File: src/hw/rtl/kwm_pkg.sv
// Shared constants and types for the k-way merge block.
`timescale 1ns / 1ps
package kwm_pkg;

   localparam int RUNS_MAX  = 8;
   localparam int RUN_DEPTH = 1024;

   localparam int VALUE_W  = 32;
   localparam int RUN_ID_W = 3;
   localparam int CFG_W    = 4;
   localparam int CMD_W    = 1;

   localparam int RUN_W  = (RUNS_MAX > 1) ? $clog2(RUNS_MAX) : 1;
   localparam int CNT_W  = $clog2(RUNS_MAX + 1);
   localparam int FILL_W = $clog2(RUN_DEPTH + 1);
   localparam int ADDR_W = $clog2(RUNS_MAX * RUN_DEPTH);

   localparam logic [CMD_W-1:0] CMD_LOAD = 1'b0;
   localparam logic [CMD_W-1:0] CMD_POP  = 1'b1;

   typedef enum logic [2:0] {
      ST_IDLE = 3'b001,
      ST_SCAN = 3'b010,
      ST_DONE = 3'b100
   } state_type;

   // Control from the sequencer to the compare unit.
   typedef struct packed {
      logic              clear;
      logic              cmp_en;
      logic [RUN_W-1:0]  run;
      logic [FILL_W-1:0] left;
   } scan_ctl_type;

   // Running result of the compare unit.
   typedef struct packed {
      logic               found;
      logic               single;
      logic [RUN_W-1:0]   run;
      logic [VALUE_W-1:0] value;
   } scan_res_type;

endpackage

File: src/hw/rtl/kwm_scan_unit.sv
// Shared compare unit: keeps the smallest signed head seen and the remaining count, saturated at two.
`timescale 1ns / 1ps
module kwm_scan_unit (
   input  logic                        clock,
   input  logic                        reset,
   input  kwm_pkg::scan_ctl_type       ctl,
   input  logic [kwm_pkg::VALUE_W-1:0] head,
   output kwm_pkg::scan_res_type       res
);
   import kwm_pkg::*;

   logic               found_ff, found_in;
   logic [1:0]         rem_ff, rem_in;
   logic [RUN_W-1:0]   run_ff, run_in;
   logic [VALUE_W-1:0] value_ff, value_in;
   logic [1:0]         left_sat;
   logic [2:0]         rem_sum;
   logic               better;

   always_comb begin
      left_sat = (ctl.left >= FILL_W'(2)) ? 2'd2 : ctl.left[1:0];
      rem_sum  = {1'b0, rem_ff} + {1'b0, left_sat};
      better   = !found_ff || ($signed(head) < $signed(value_ff));
      found_in = found_ff;
      rem_in   = rem_ff;
      run_in   = run_ff;
      value_in = value_ff;
      if (ctl.clear) begin
         found_in = 1'b0;
         rem_in   = 2'd0;
      end else if (ctl.cmp_en) begin
         // saturate at two: only "exactly one left" matters
         rem_in = (rem_sum >= 3'd2) ? 2'd2 : rem_sum[1:0];
         if (better) begin
            found_in = 1'b1;
            run_in   = ctl.run;
            value_in = head;
         end
      end
   end

   always_ff @(posedge clock) begin
      if (reset) begin
         found_ff <= 1'b0;
         rem_ff   <= 2'd0;
      end else begin
         found_ff <= found_in;
         rem_ff   <= rem_in;
      end
      run_ff   <= run_in;
      value_ff <= value_in;
   end

   assign res.found  = found_ff;
   assign res.single = (rem_ff == 2'd1);
   assign res.run    = run_ff;
   assign res.value  = value_ff;

endmodule

File: config.mk
export PLATFORM = sky130hd
export DESIGN_NAME = kwm_scan_unit
export DESIGN_NICKNAME = d
export VERILOG_FILES = /design/src/hw/rtl/kwm_pkg.sv /design/src/hw/rtl/kwm_scan_unit.sv
export SDC_FILE = /design/constraint.sdc
export NUM_CORES = 1
export LEC_CHECK = 0
export CORE_AREA = 2 2 98 100
export CTS_CLUSTER_SIZE = 40
export DETAILED_ROUTE_END_ITERATION = 8
export DIE_AREA = 0 0 100 102
export DONT_BUFFER_PORTS = 1
export HOLD_SLACK_MARGIN = 0.15
export SYNTH_ARGS = -nofsm -noshare
export SYNTH_HDL_FRONTEND = slang
export SYNTH_SLANG_ARGS = --single-unit
File: constraint.sdc
create_clock -name clock -period 12.7 [get_ports clock]
set_input_delay 1.905 -clock clock [delete_from_list [all_inputs] [get_ports clock]]
set_output_delay 1.905 -clock clock [all_outputs]
set_load 0.05 [all_outputs]
## Word-level counts from Yosys, hierarchy flattened

Cells that the tools add are included.

| operators by class | value |
|---|---|
| add/subtract/negate cells | 1 |
| magnitude comparators | 3 |
| equality and inequality tests | 1 |
| multiplexer cells | 2 |
| bitwise gates (word level) | 1 |
| reductions and logical operators | 5 |

Operators with widths:

| kind | number |
|---|---|
| 32-bit less-than comparator | 1 |
| 11-bit by 2-bit greater-or-equal comparator with 1-bit output, second input constant | 1 |
| 2-bit 2-to-1 mux | 2 |
| 2-bit by 2-bit adder with 3-bit output | 1 |
| 3-bit by 2-bit greater-or-equal comparator with 1-bit output, second input constant | 1 |
| 3-bit AND reduction | 1 |
| 2-bit by 1-bit == test with 1-bit output, second input constant | 1 |
| 2-bit AND reduction | 1 |
| 2-bit OR reduction | 1 |
| 1-bit logical NOT | 1 |
| 1-bit logical OR | 1 |
| 1-bit NOT | 1 |

| word-level totals | value |
|---|---|
| bits in registers | 38 |
| bits of input ports | 50 |
| output and inout port bits | 37 |
| logic and storage cells | 17 |

## Depth between registers and ports, before layout

Gate-level depths: netlist (run 1).

| logic depth | value |
|---|---|
| depth after elaboration | 5 |
| mapped depth | 9 |
| gate-level depth less buffers | 9 |

## Worst setup path before layout (run 1)

Ideal clock, no wire load.

| path | value |
|---|---|
| path kind | input to register |
| from | in head[30] (netlist bit) |
| to | reg run_ff[0], enable pin |
| setup time | 448 ps |
| data arrival time | 5,104 ps |
| required time | 12,252 ps |
| path slack | 7,148 ps |
| stages on the path | 7 |
| buffers on the path | 0 |
| path through | ha_1 a21oi_2 nand2_1 a221o_1 or3_1 nor2b_1 nor4_2 |

| between the ends | value |
|---|---|
| word-level cells in the longest chain between the ends | 3 |

RTL lines:

| what | line | source |
|---|---|---|
| start, declared | kwm_scan_unit.sv:7 | `input logic [kwm_pkg::VALUE_W-1:0] head,` |
| 32-bit less-than comparator | kwm_scan_unit.sv:23 | `better = !found_ff \|\| ($signed(head) < $signed(value_ff));` |
| 1-bit logical OR | kwm_scan_unit.sv:23 |  |
| 3-bit AND reduction (no source line) | n/a |  |
| end signal, assigned | kwm_scan_unit.sv:50 | `run_ff <= run_in;` |
| end, declared | kwm_scan_unit.sv:14 | `logic [RUN_W-1:0] run_ff, run_in;` |

No other way between the ends.
A chain may end at the register's enable or synchronous reset.

## Final worst setup path (run 1)

| path | value |
|---|---|
| from | in head[30] (netlist bit) |
| to | reg value_ff[20], enable pin |

| between the ends | value |
|---|---|
| word-level cells in the longest chain between the ends | 3 |

RTL lines:

| what | line | source |
|---|---|---|
| 32-bit less-than comparator | kwm_scan_unit.sv:23 |  |
| 1-bit logical OR | kwm_scan_unit.sv:23 |  |
| 3-bit AND reduction (no source line) | n/a |  |
| end signal, assigned | kwm_scan_unit.sv:51 | `value_ff <= value_in;` |
| end, declared | kwm_scan_unit.sv:15 | `logic [VALUE_W-1:0] value_ff, value_in;` |

No other way between the ends.

==> insert_results.sql, run 1 <==
INSERT INTO impl_metrics (metric_group, metric, value, unit) VALUES
('run_status', 'run_status', 'finished clean', ''),
('drt', 'ant_nets', '0', ''),
('clock_network', 'number_of_buffers_inserted_during_clock_tree_synthesis', '5', ''),
('worst_setup_path', 'worst-endpoint-arrival', '4.32', 'ns'),
('pwr', 'pwr-share-seq', '60.3', '%'),
('die', 'core', '9110', 'um^2'),
('pwr', 'power_frac_comb', '8.6', '%'),
('synth', 'yosys.area.top_type', 'edfxtp_1', ''),
('worst_setup_path', 'critical_r2r_launch', 'value_ff[30]', ''),
('synth', 'syn_inst', '170', ''),
('drt', 'drt_iter0_drc', '59', ''),
('finish', 'finish.utilization', '25.1', '%'),
('timing', 'fin_crit', '4.37', 'ns'),
('pwr', 'power.static_leakage', '0.949', 'nW'),
('synth', 'synthDistinctLibCells', '29', ''),
('timing', 'period_share', '34.4', '%'),
('synth', 'postSynthNetCount', '253', ''),
('timing', 'grt_setup_unrepaired', 'no', ''),
('clock_network', 'cts-root-to-sink-buffers', '2', ''),
('die', 'io_pins', '87', ''),
('global_routing', 'grt_pass1_vias', '1335', ''),
('pwr', 'p_int', '198', 'uW'),
('global_routing', 'grt_remaining_overflow', '0', ''),
('die', 'die-width', '100', 'um'),
('synth', 'postSynthAreaPerCell', '12.0', 'um^2'),
('drt', 'remaining_drc_errors', '0', ''),
('timing', 'max_clock_freq', '0.229', 'GHz'),
('synth', 'main_synth_ff_type', 'edfxtp_1', ''),
('drt', 'drt-pass1-iter-count', '4', ''),
('synth', 'ys_async_sr_fraction', '0', '%'),
('worst_setup_path', 'path_max_fanout', '25', ''),
('global_routing', 'grt.total_usage', '8.64', '%'),
('finish', 'nFillCells', '951', ''),
('die', 'initial_utilization', '22.5', '%'),
('global_routing', 'antenna_found_initial', '0', ''),
('drt', 'wirelength', '4370', 'um'),
('worst_setup_path', 'worst_r2r_path_depth', '9', ''),
('timing', 'number_of_hold_violations_in_the_final_report', '0', ''),
('worst_setup_path', 'rrSetupSlack', '9.16', 'ns'),
('finish', 'num-nets-final', '260', ''),
('synth', 'synthesis.area', '2050', 'um^2'),
('drt', 'vias', '1267', ''),
('drt', 'detail_route.wl_per_cell', '15.1', 'um'),
('global_routing', 'grt_max_degree', '26', ''),
('timing', 'max-slew-margin-rel', '37.4', '%'),
('timing', 'setup_viol', '0', ''),
('timing', 'worst_pin_slew', '0.938', 'ns'),
('worst_setup_path', 'timing_worst_setup_path_type', 'primary input to flip-flop', ''),
('clock_network', 'tritoncts', 'built', ''),
('clock_network', 'post_cts.resized_instances', '0', ''),
('clock_network', 'clk_pin_slew', '0.07', 'ns'),
('die', 'design.die.area', '10200', 'um^2'),
('placement', 'dp.final_hpwl', '3640', 'um'),
('timing', 'worst_clock_skew', '0.0103', 'ns'),
('finish', 'antenna_cell_count', '0', ''),
('timing', 'fin_setup_tns', '0', 'ns'),
('worst_setup_path', 'setup.worst_path.end', 'value_ff[20]', ''),
('timing', 'max_slew_violation_count', '0', ''),
('clock_network', 'clock_sinks', '38', ''),
('finish', 'drive_gt1_share', '5.62', '%'),
('placement', 'place.port_buffers', '0', ''),
('placement', 'gp_routability_congestion', '0.756', ''),
('synth', 'synth_largest_type_area_fraction', '51.4', '%'),
('clock_network', 'cts_max_level', '2', ''),
('die', 'number_of_core_rows', '35', ''),
('pwr', 'p_sw', '76.3', 'uW'),
('worst_setup_path', 'timing.critical_path.from', 'head[30]', ''),
('synth', 'synth.yosys.seq_area_share', '54.3', '%'),
('worst_setup_path', 'timing.critical_path.required', '12.65', 'ns'),
('clock_network', 'cts_post_setup_buffers_inserted', '0', ''),
('pwr', 'clock_power_share', '31.1', '%');
==> sequential cells by signal, indices dropped and copies added, names as in the netlist <==
register	flops
run_ff	3
value_ff	32
rem_ff	2
found_ff	1
==> Yosys cell counts, drive strengths merged, types with 3 or more instances <==
library cell	instances
edfxtp	35
inv	34
ha	32
a21oi	13
nand2	6
nand4	6
o21ai	6
nor3	5
nand3	4
a21o	3
dfxtp	3
nor2b	3
nor4	3
==> cells by family (layout without fill, tap and decap cells) <==
logic type | count (synthesis) | count (layout) | share of synthesized area, %
simple gates | 36 | 36 | 9.97
buf+inv | 35 | 43 | 6.61
fa+ha+maj | 33 | 33 | 20.6
flops | 38 | 38 | 54.3
compound gates | 28 | 28 | 8.56
==> layer usage <==
layer,track usage [%],wire [um],vias up,part of all wire [%]
met2,13.9,2060,64,47
met3,6.57,713,2,16
met5,0,0,-,0
met1,8.76,1580,573,36
met4,2.85,24,0,0.55
li1,-,-,628,-
==> stage by stage <==
stage	setup slack [ns]	hold slack [ns]	area, um^2	cells	power [mW]
finish	8.33	0.580	2280	289	0.274
global route	8.15	0.644	2280	289	0.289
CTS	8.30	0.583	2280	289	0.280
detailed placement	8.02	0.572	2190	281	0.192
global placement	8.06	0.559	2190	281	0.192
floorplan	7.15	0.472	2050	170	0.185
==> critical path, stage by stage <==
cell and delay (ns):
ha_1 0.32, nand4_1 0.18, nor3_1 0.08, a221o_1 0.28
or3_1 0.33, nor2b_1 0.17, nor4_4 0.58, buf_4 0.46
==> power groups by stage <==
stage               registers [mW]  logic, mW  clock network [mW]
global placement             0.168     0.0237                   0
finish                       0.165     0.0236              0.0851
global route                 0.166     0.0282              0.0953
floorplan                    0.166     0.0190                   0
CTS                          0.165     0.0242              0.0901
detailed placement           0.168     0.0240                   0
==> final cells by class <==
type                       instances  area, um^2  share of cell area (%)
tap                              111         139                    6.08
inverter                          34         128                    5.59
clock buffer                       7        86.3                    3.78
multi-input combinational         97         808                    35.4
timing repair buffer               1        7.51                   0.329
clock inverter                     1        5.00                   0.219
sequential                        38        1110                    48.6
==> placed cells by master, fill, tap and decap left out, drive strengths merged <==
cell type and n:
fa 1, o211ai 1, nand3 4, a41oi 1, nor4 3, nor2 2, or3 1, nand2b 2
edfxtp 35, a221o 1, inv 34, nand2 6, nand4 6, buf 1, dfxtp 3, and2 1
ha 32, a21oi 13, nor2b 3, a2111oi 2, clkinv 1, clkbuf 7, nor3b 1, nor3 5
or4 2, a21o 3, a41o 1, o21ai 6
==> worst min-delay path by stage <==
stage / from / end / depth (start not counted)
after global placement: rem_ff[1] / rem_ff[1] / 2
after global routing: rem_ff[1] / rem_ff[1] / 2
after CTS: rem_ff[1] / rem_ff[1] / 2
final: rem_ff[1] / rem_ff[1] / 2
after detailed placement: rem_ff[1] / rem_ff[1] / 2
after floorplan: found_ff / found_ff / 2
Power figures use the tool's default switching activity.
==> inputs of run 2 (changes only) <==
==> constraint.sdc (replaced) <==
create_clock -name clock -period 4.2 [get_ports clock]
set_input_delay 0.63 -clock clock [delete_from_list [all_inputs] [get_ports clock]]
set_output_delay 0.63 -clock clock [all_outputs]
set_load 0.05 [all_outputs]
==> run 2 against run 1 <==
  * First-iteration DRC count down 44%
  * Utilization about the same
  * Die area unchanged
  * Register-to-register slack worse by 7.9 ns
  * Flip-flop and latch count unchanged
  * Worst hold slack worse by 0.17 ns
  * Setup slack worse by 7.1 ns
  * Count of clock-buffer cells in the layout up 1
  * Combinational power rose to 3.0 times the previous value
  * Clock skew down 0.0023 ns
  * Clock power rose to 2.8 times the previous value
  * Critical path depth up 1
  * Largest power group unchanged
==> insert_results.sql, run 2 (synthesis results as in run 1) <==
INSERT INTO impl_metrics (metric_group, metric, value, unit) VALUES
('pwr', 'ir_drop', '0.000103', 'V'),
('timing', 'number_of_hold_violations_in_the_final_report', '0', ''),
('timing', 'setup_viol', '0', ''),
('worst_setup_path', 'critical_path.endpoint_type', 'flip-flop', ''),
('global_routing', 'grt_max_degree', '22', ''),
('clock_network', 'cts-root-to-sink-buffers', '2', ''),
('drt', 'drt_iter0_drc', '33', ''),
('placement', 'gp_routability_congestion', '0.744', ''),
('flow_run', 'cap_viol_max_count', '0', ''),
('hold_path', 'worstHoldStart', 'reset', ''),
('clock_network', 'count_of_hold_fix_buffers_inserted_at_cts', '0', ''),
('die', 'number_of_core_rows', '35', ''),
('finish', 'syn2layout_area_growth', '11.5', '%'),
('finish', 'multi_input_area', '808', 'um^2'),
('drt', 'wirelength', '4360', 'um'),
('drt', 'drt-pass1-iter-count', '4', ''),
('placement', 'dp.final_hpwl', '3640', 'um'),
('global_routing', 'grt_pass1_vias', '1432', ''),
('global_routing', 'grt.total_usage', '8.68', '%'),
('placement', 'place.port_buffers', '0', ''),
('run_status', 'run_status', 'finished clean', ''),
('drt', 'remaining_drc_errors', '0', ''),
('clock_network', 'post_cts.resized_instances', '0', ''),
('die', 'design.die.area', '10200', 'um^2'),
('finish', 'seqCellArea', '1110', 'um^2'),
('finish', 'largest_reg_flops', '32', ''),
('timing', 'worst_clock_skew', '0.00798', 'ns'),
('die', 'core', '9110', 'um^2'),
('timing', 'grt_setup_unrepaired', 'no', ''),
('finish', 'drive_gt1_share', '5.03', '%'),
('drt', 'vias_per_cell', '4.43', ''),
('worst_setup_path', 'critical_r2r_launch', 'value_ff[30]', ''),
('global_routing', 'antenna_found_initial', '0', ''),
('finish', 'layout_commonest_cell', 'edfxtp_1', ''),
('worst_setup_path', 'worst-endpoint-arrival', '2.91', 'ns'),
('clock_network', 'clock_sinks', '38', ''),
('clock_network', 'number_of_buffers_inserted_during_clock_tree_synthesis', '5', ''),
('clock_network', 'clk_pin_slew', '0.07', 'ns'),
('finish', 'largest-register', 'value_ff', ''),
('finish', 'final_cell_area', '2280', 'um^2'),
('timing', 'max_slew_violation_count', '0', ''),
('placement', 'placement.cell_area', '2200', 'um^2'),
('die', 'initial_utilization', '22.5', '%'),
('timing', 'fin_crit', '2.96', 'ns'),
('hold_path', 'hold_depth', '1', ''),
('worst_setup_path', 'timing.critical_path.required', '4.15', 'ns'),
('clock_network', 'clk-insertion-delay-late', '0.28', 'ns'),
('die', 'die-width', '100', 'um'),
('worst_setup_path', 'path_max_fanout', '21', ''),
('worst_setup_path', 'worst_r2r_path_depth', '9', ''),
('worst_setup_path', 'timing_worst_setup_path_type', 'flip-flop to flip-flop', ''),
('worst_setup_path', 'timing.critical_path.from', 'value_ff[30]', ''),
('finish', 'top_regs', 'value_ff: 32 flops, run_ff: 3 flops, rem_ff: 2 flops', ''),
('drt', 'detail_route.wl_per_cell', '15.0', 'um'),
('clock_network', 'tritoncts', 'built', ''),
('finish', 'antenna_cell_count', '0', ''),
('pwr', 'p_per_area', '355', 'nW/um^2'),
('clock_network', 'cts_max_level', '2', ''),
('die', 'io_pins', '87', ''),
('pwr', 'power.static_leakage', '0.946', 'nW'),
('finish', 'num-nets-final', '261', ''),
('finish', 'nFillCells', '955', ''),
('global_routing', 'grt_remaining_overflow', '0', ''),
('finish', 'layout.cells.most_common_list', 'edfxtp_1 (35), inv_1 (34), ha_1 (32)', ''),
('worst_setup_path', 'timing.critical_path.from_type', 'flip-flop', ''),
('timing', 'worst_pin_slew', '0.939', 'ns'),
('timing', 'max-slew-margin-rel', '37.2', '%'),
('clock_network', 'buffer_cell_driving_the_clock_tree_root', 'clkbuf_8', ''),
('clock_network', 'cts_post_setup_buffers_inserted', '0', ''),
('timing', 'worst_hold_slack', '0.415', 'ns'),
('hold_path', 'worstHoldPathType', 'primary input to flip-flop', ''),
('timing', 'max_clock_freq', '0.338', 'GHz'),
('drt', 'ant_nets', '0', ''),
('timing', 'period_share', '70.5', '%'),
('pwr', 'total_power', '809', 'uW'),
('global_routing', 'grt_first_pass_wirelength', '6810', 'um'),
('timing', 'fin_setup_tns', '0', 'ns'),
('drt', 'vias', '1284', ''),
('die', 'dieHeight', '102', 'um');
==> run 2: worst paths after layout <==
check                                    end  slack, ns
worst min-delay path                found_ff       0.41
worst max-delay path            value_ff[23]       1.24
worst min register to register     rem_ff[1]       0.59
worst max register to register  value_ff[23]       1.24
==> run 2: worst max-delay path: stages, from the launching register on <==
cell and delay, ns:
edfxtp_1 0.67, inv_1 0.09, ha_1 0.33, nand4_1 0.18
nor3_1 0.08, a221o_1 0.28, or3_1 0.33, nor2b_1 0.17
nor4_4 0.15, buf_4 0.34
==> run 2: where the power goes <==
group / switching (mW) / total [mW] / leakage, nW / internal, mW
logic: 0.0409 / 0.0718 / 0.554 / 0.0310
registers: 0.0641 / 0.499 / 0.352 / 0.435
clock network: 0.121 / 0.239 / 0.0395 / 0.118
==> run 2: area by class of cell <==
cell class | instances | area share [%]
Inverter | 34 | 5.60
Tap cell | 111 | 6.09
Clock buffer | 8 | 3.51
Sequential cell | 38 | 48.7
Multi-Input combinational cell | 97 | 35.4
Timing Repair Buffer | 2 | 0.658
==> run 2: per-layer routing <==
metal  global-route usage (%)  share of wire (%)
met1                     8.75                 38
met2                     15.2                 49
met3                     5.20                 12
met4                     2.53               0.55
met5                        0                  0
==> run 2: through the flow <==
stage / setup slack (ns) / utilization, % / std cells
final: 1.24 / 25.0 / 290
after floorplan: 0.641 / - / 170
after CTS: 1.20 / 25.0 / 290
after detailed placement: 1.23 / 24.2 / 282
after global placement: 1.27 / 24.2 / 282
after global routing: 1.02 / 25.0 / 290
==> inputs of run 3 (changes only) <==
==> constraint.sdc (replaced) <==
create_clock -name clock -period 2.85 [get_ports clock]
set_input_delay 0.4275 -clock clock [delete_from_list [all_inputs] [get_ports clock]]
set_output_delay 0.4275 -clock clock [all_outputs]
set_load 0.05 [all_outputs]
==> run 3 against run 2 <==
  * Sequential share of layout area is 5.5 points lower
  * Critical path depth stayed put
  * Non-clock buffer count is 33 higher
  * Register-to-register slack worse by 0.96 ns
  * Global-route usage is 0.30 points higher
  * Wire length is 4.4% higher
  * Worst hold slack worse by 0.21 ns
  * Critical endpoint is now value_ff[31]
==> insert_results.sql, run 3 (synthesis results as in run 1) <==
INSERT INTO impl_metrics (metric_group, metric, value, unit) VALUES
('run_status', 'run_status', 'finished clean', ''),
('pwr', 'power.static_leakage', '1.11', 'nW'),
('drt', 'remaining_drc_errors', '0', ''),
('finish', 'layout.cells.most_common_list', 'buf_4 (35), edfxtp_1 (35), inv_1 (34)', ''),
('global_routing', 'grt_remaining_overflow', '0', ''),
('timing', 'worst_clock_skew', '0.00725', 'ns'),
('global_routing', 'grt_first_pass_wirelength', '7010', 'um'),
('clock_network', 'count_of_hold_fix_buffers_inserted_at_cts', '0', ''),
('timing', 'grt_setup_unrepaired', 'no', ''),
('drt', 'ant_nets', '0', ''),
('die', 'initial_utilization', '22.5', '%'),
('pwr', 'p_per_area', '481', 'nW/um^2'),
('timing', 'max_clock_freq', '0.388', 'GHz'),
('global_routing', 'grt_pass1_vias', '1445', ''),
('worst_setup_path', 'timing.critical_path.from', 'value_ff[30]', ''),
('die', 'design.die.area', '10200', 'um^2'),
('finish', 'largest_reg_flops', '32', ''),
('drt', 'wirelength', '4550', 'um'),
('placement', 'dp.final_hpwl', '3700', 'um'),
('placement', 'place.port_buffers', '0', ''),
('hold_path', 'worstHoldPathType', 'primary input to flip-flop', ''),
('clock_network', 'clk_pin_slew', '0.08', 'ns'),
('global_routing', 'antenna_found_initial', '0', ''),
('die', 'core', '9110', 'um^2'),
('drt', 'detail_route.wl_per_cell', '14.1', 'um'),
('timing', 'max-slew-margin-rel', '38.0', '%'),
('clock_network', 'post_cts.resized_instances', '0', ''),
('worst_setup_path', 'critical_path.endpoint_type', 'flip-flop', ''),
('finish', 'num-nets-final', '294', ''),
('die', 'dieHeight', '102', 'um'),
('placement', 'gp_routability_congestion', '0.772', ''),
('clock_network', 'tritoncts', 'built', ''),
('die', 'io_pins', '87', ''),
('pwr', 'ir_drop', '0.000173', 'V'),
('worst_setup_path', 'setup.worst_path.end', 'value_ff[31]', ''),
('finish', 'final_cell_area', '2570', 'um^2'),
('drt', 'vias', '1410', ''),
('worst_setup_path', 'worst_r2r_path_depth', '9', ''),
('worst_setup_path', 'timing_worst_setup_path_type', 'flip-flop to flip-flop', ''),
('drt', 'drt_iter0_drc', '36', ''),
('timing', 'period_share', '90.4', '%'),
('placement', 'placement.cell_area', '2490', 'um^2'),
('timing', 'setup_slack', '0.275', 'ns'),
('timing', 'max_slew_violation_count', '0', ''),
('flow_run', 'cap_viol_max_count', '0', ''),
('worst_setup_path', 'timing.critical_path.required', '2.87', 'ns'),
('worst_setup_path', 'critical_r2r_launch', 'value_ff[30]', ''),
('worst_setup_path', 'rrSetupSlack', '0.27', 'ns'),
('die', 'number_of_core_rows', '35', ''),
('clock_network', 'buffer_cell_driving_the_clock_tree_root', 'clkbuf_8', ''),
('timing', 'number_of_hold_violations_in_the_final_report', '0', ''),
('finish', 'syn2layout_area_growth', '25.8', '%'),
('clock_network', 'cts-root-to-sink-buffers', '2', ''),
('finish', 'drive_gt1_share', '21.7', '%'),
('timing', 'fin_setup_tns', '0', 'ns'),
('global_routing', 'grt.total_usage', '8.98', '%'),
('clock_network', 'number_of_buffers_inserted_during_clock_tree_synthesis', '5', ''),
('timing', 'fin_crit', '2.58', 'ns'),
('worst_setup_path', 'r2r-end', 'value_ff[31]', ''),
('clock_network', 'cts_post_setup_buffers_inserted', '0', ''),
('timing', 'setup_viol', '0', ''),
('drt', 'drt-pass1-iter-count', '4', ''),
('clock_network', 'clk-insertion-delay-late', '0.28', 'ns'),
('clock_network', 'cts_max_level', '2', ''),
('worst_setup_path', 'worst-endpoint-arrival', '2.59', 'ns'),
('clock_network', 'clock_sinks', '38', ''),
('finish', 'top_regs', 'value_ff: 32 flops, run_ff: 3 flops, rem_ff: 2 flops', ''),
('die', 'die-width', '100', 'um'),
('timing', 'worst_hold_slack', '0.208', 'ns'),
('placement', 'place_ws', '0.241', 'ns'),
('global_routing', 'grt_max_degree', '22', ''),
('worst_setup_path', 'path_max_fanout', '21', ''),
('worst_setup_path', 'timing.critical_path.from_type', 'flip-flop', ''),
('finish', 'antenna_cell_count', '0', ''),
('timing', 'worst_pin_slew', '0.928', 'ns'),
('drt', 'vias_per_cell', '4.37', ''),
('finish', 'largest-register', 'value_ff', '');
-- run 3: changes by cell type in the layout (fill, tap and decap cells not counted) --
cell,delta
ha_4,+3
buf_4,+33
nor2b_1,-1
ha_1,-3
nor2b_4,+1
-- run 3: layout make-up --
class | instances | area, um^2
Clock buffer | 8 | 80.1
Fill cell | 950 | 6540
Inverter | 34 | 128
Multi-Input combinational cell | 97 | 853
Sequential cell | 38 | 1110
Tap cell | 111 | 139
Timing Repair Buffer | 35 | 263
-- run 3: worst min path at each step --
stage              from        end  slack [ns]  cells after the start
6_report          reset  rem_ff[0]        0.21                      1
5_1_grt           reset  rem_ff[0]        0.19                      1
4_1_cts           reset  rem_ff[1]        0.19                      1
3_5_place_dp      reset  rem_ff[1]        0.51                      1
3_3_place_gp      reset   found_ff        0.51                      1
2_1_floorplan  found_ff   found_ff        0.47                      2
-- run 3: metrics by stage --
stage          utilization, %  instances  total power, mW
2_1_floorplan               -        170            0.831
3_3_place_gp             27.4        315            0.888
3_5_place_dp             27.4        315            0.892
4_1_cts                  28.3        323             1.26
5_1_grt                  28.3        323             1.31
6_report                 28.3        323             1.24
-- run 3: where the power goes --
| group | internal, mW | switching, mW | total, mW |
|---|---|---|---|
| logic | 0.0752 | 0.142 | 0.217 |
| registers | 0.639 | 0.0214 | 0.660 |
| clock network | 0.174 | 0.187 | 0.362 |
| total | 0.888 | 0.351 | 1.24 |
-- run 3: layer usage --
| metal | wire length (um) | track usage (%) |
|---|---|---|
| met1 | 1920 | 10.7 |
| met3 | 485 | 4.17 |
| met5 | 0 | 0 |
| met2 | 2100 | 14.7 |
| met4 | 52 | 2.53 |
-- run 3: critical path, stage by stage, from the launching register on --
cell	delay (ns)
edfxtp_1	0.41
inv_1	0.11
ha_4	0.21
nand4_1	0.16
nor3_1	0.08
a221o_1	0.28
or3_1	0.35
nor3b_1	0.37
nor4_4	0.09
buf_4	0.25
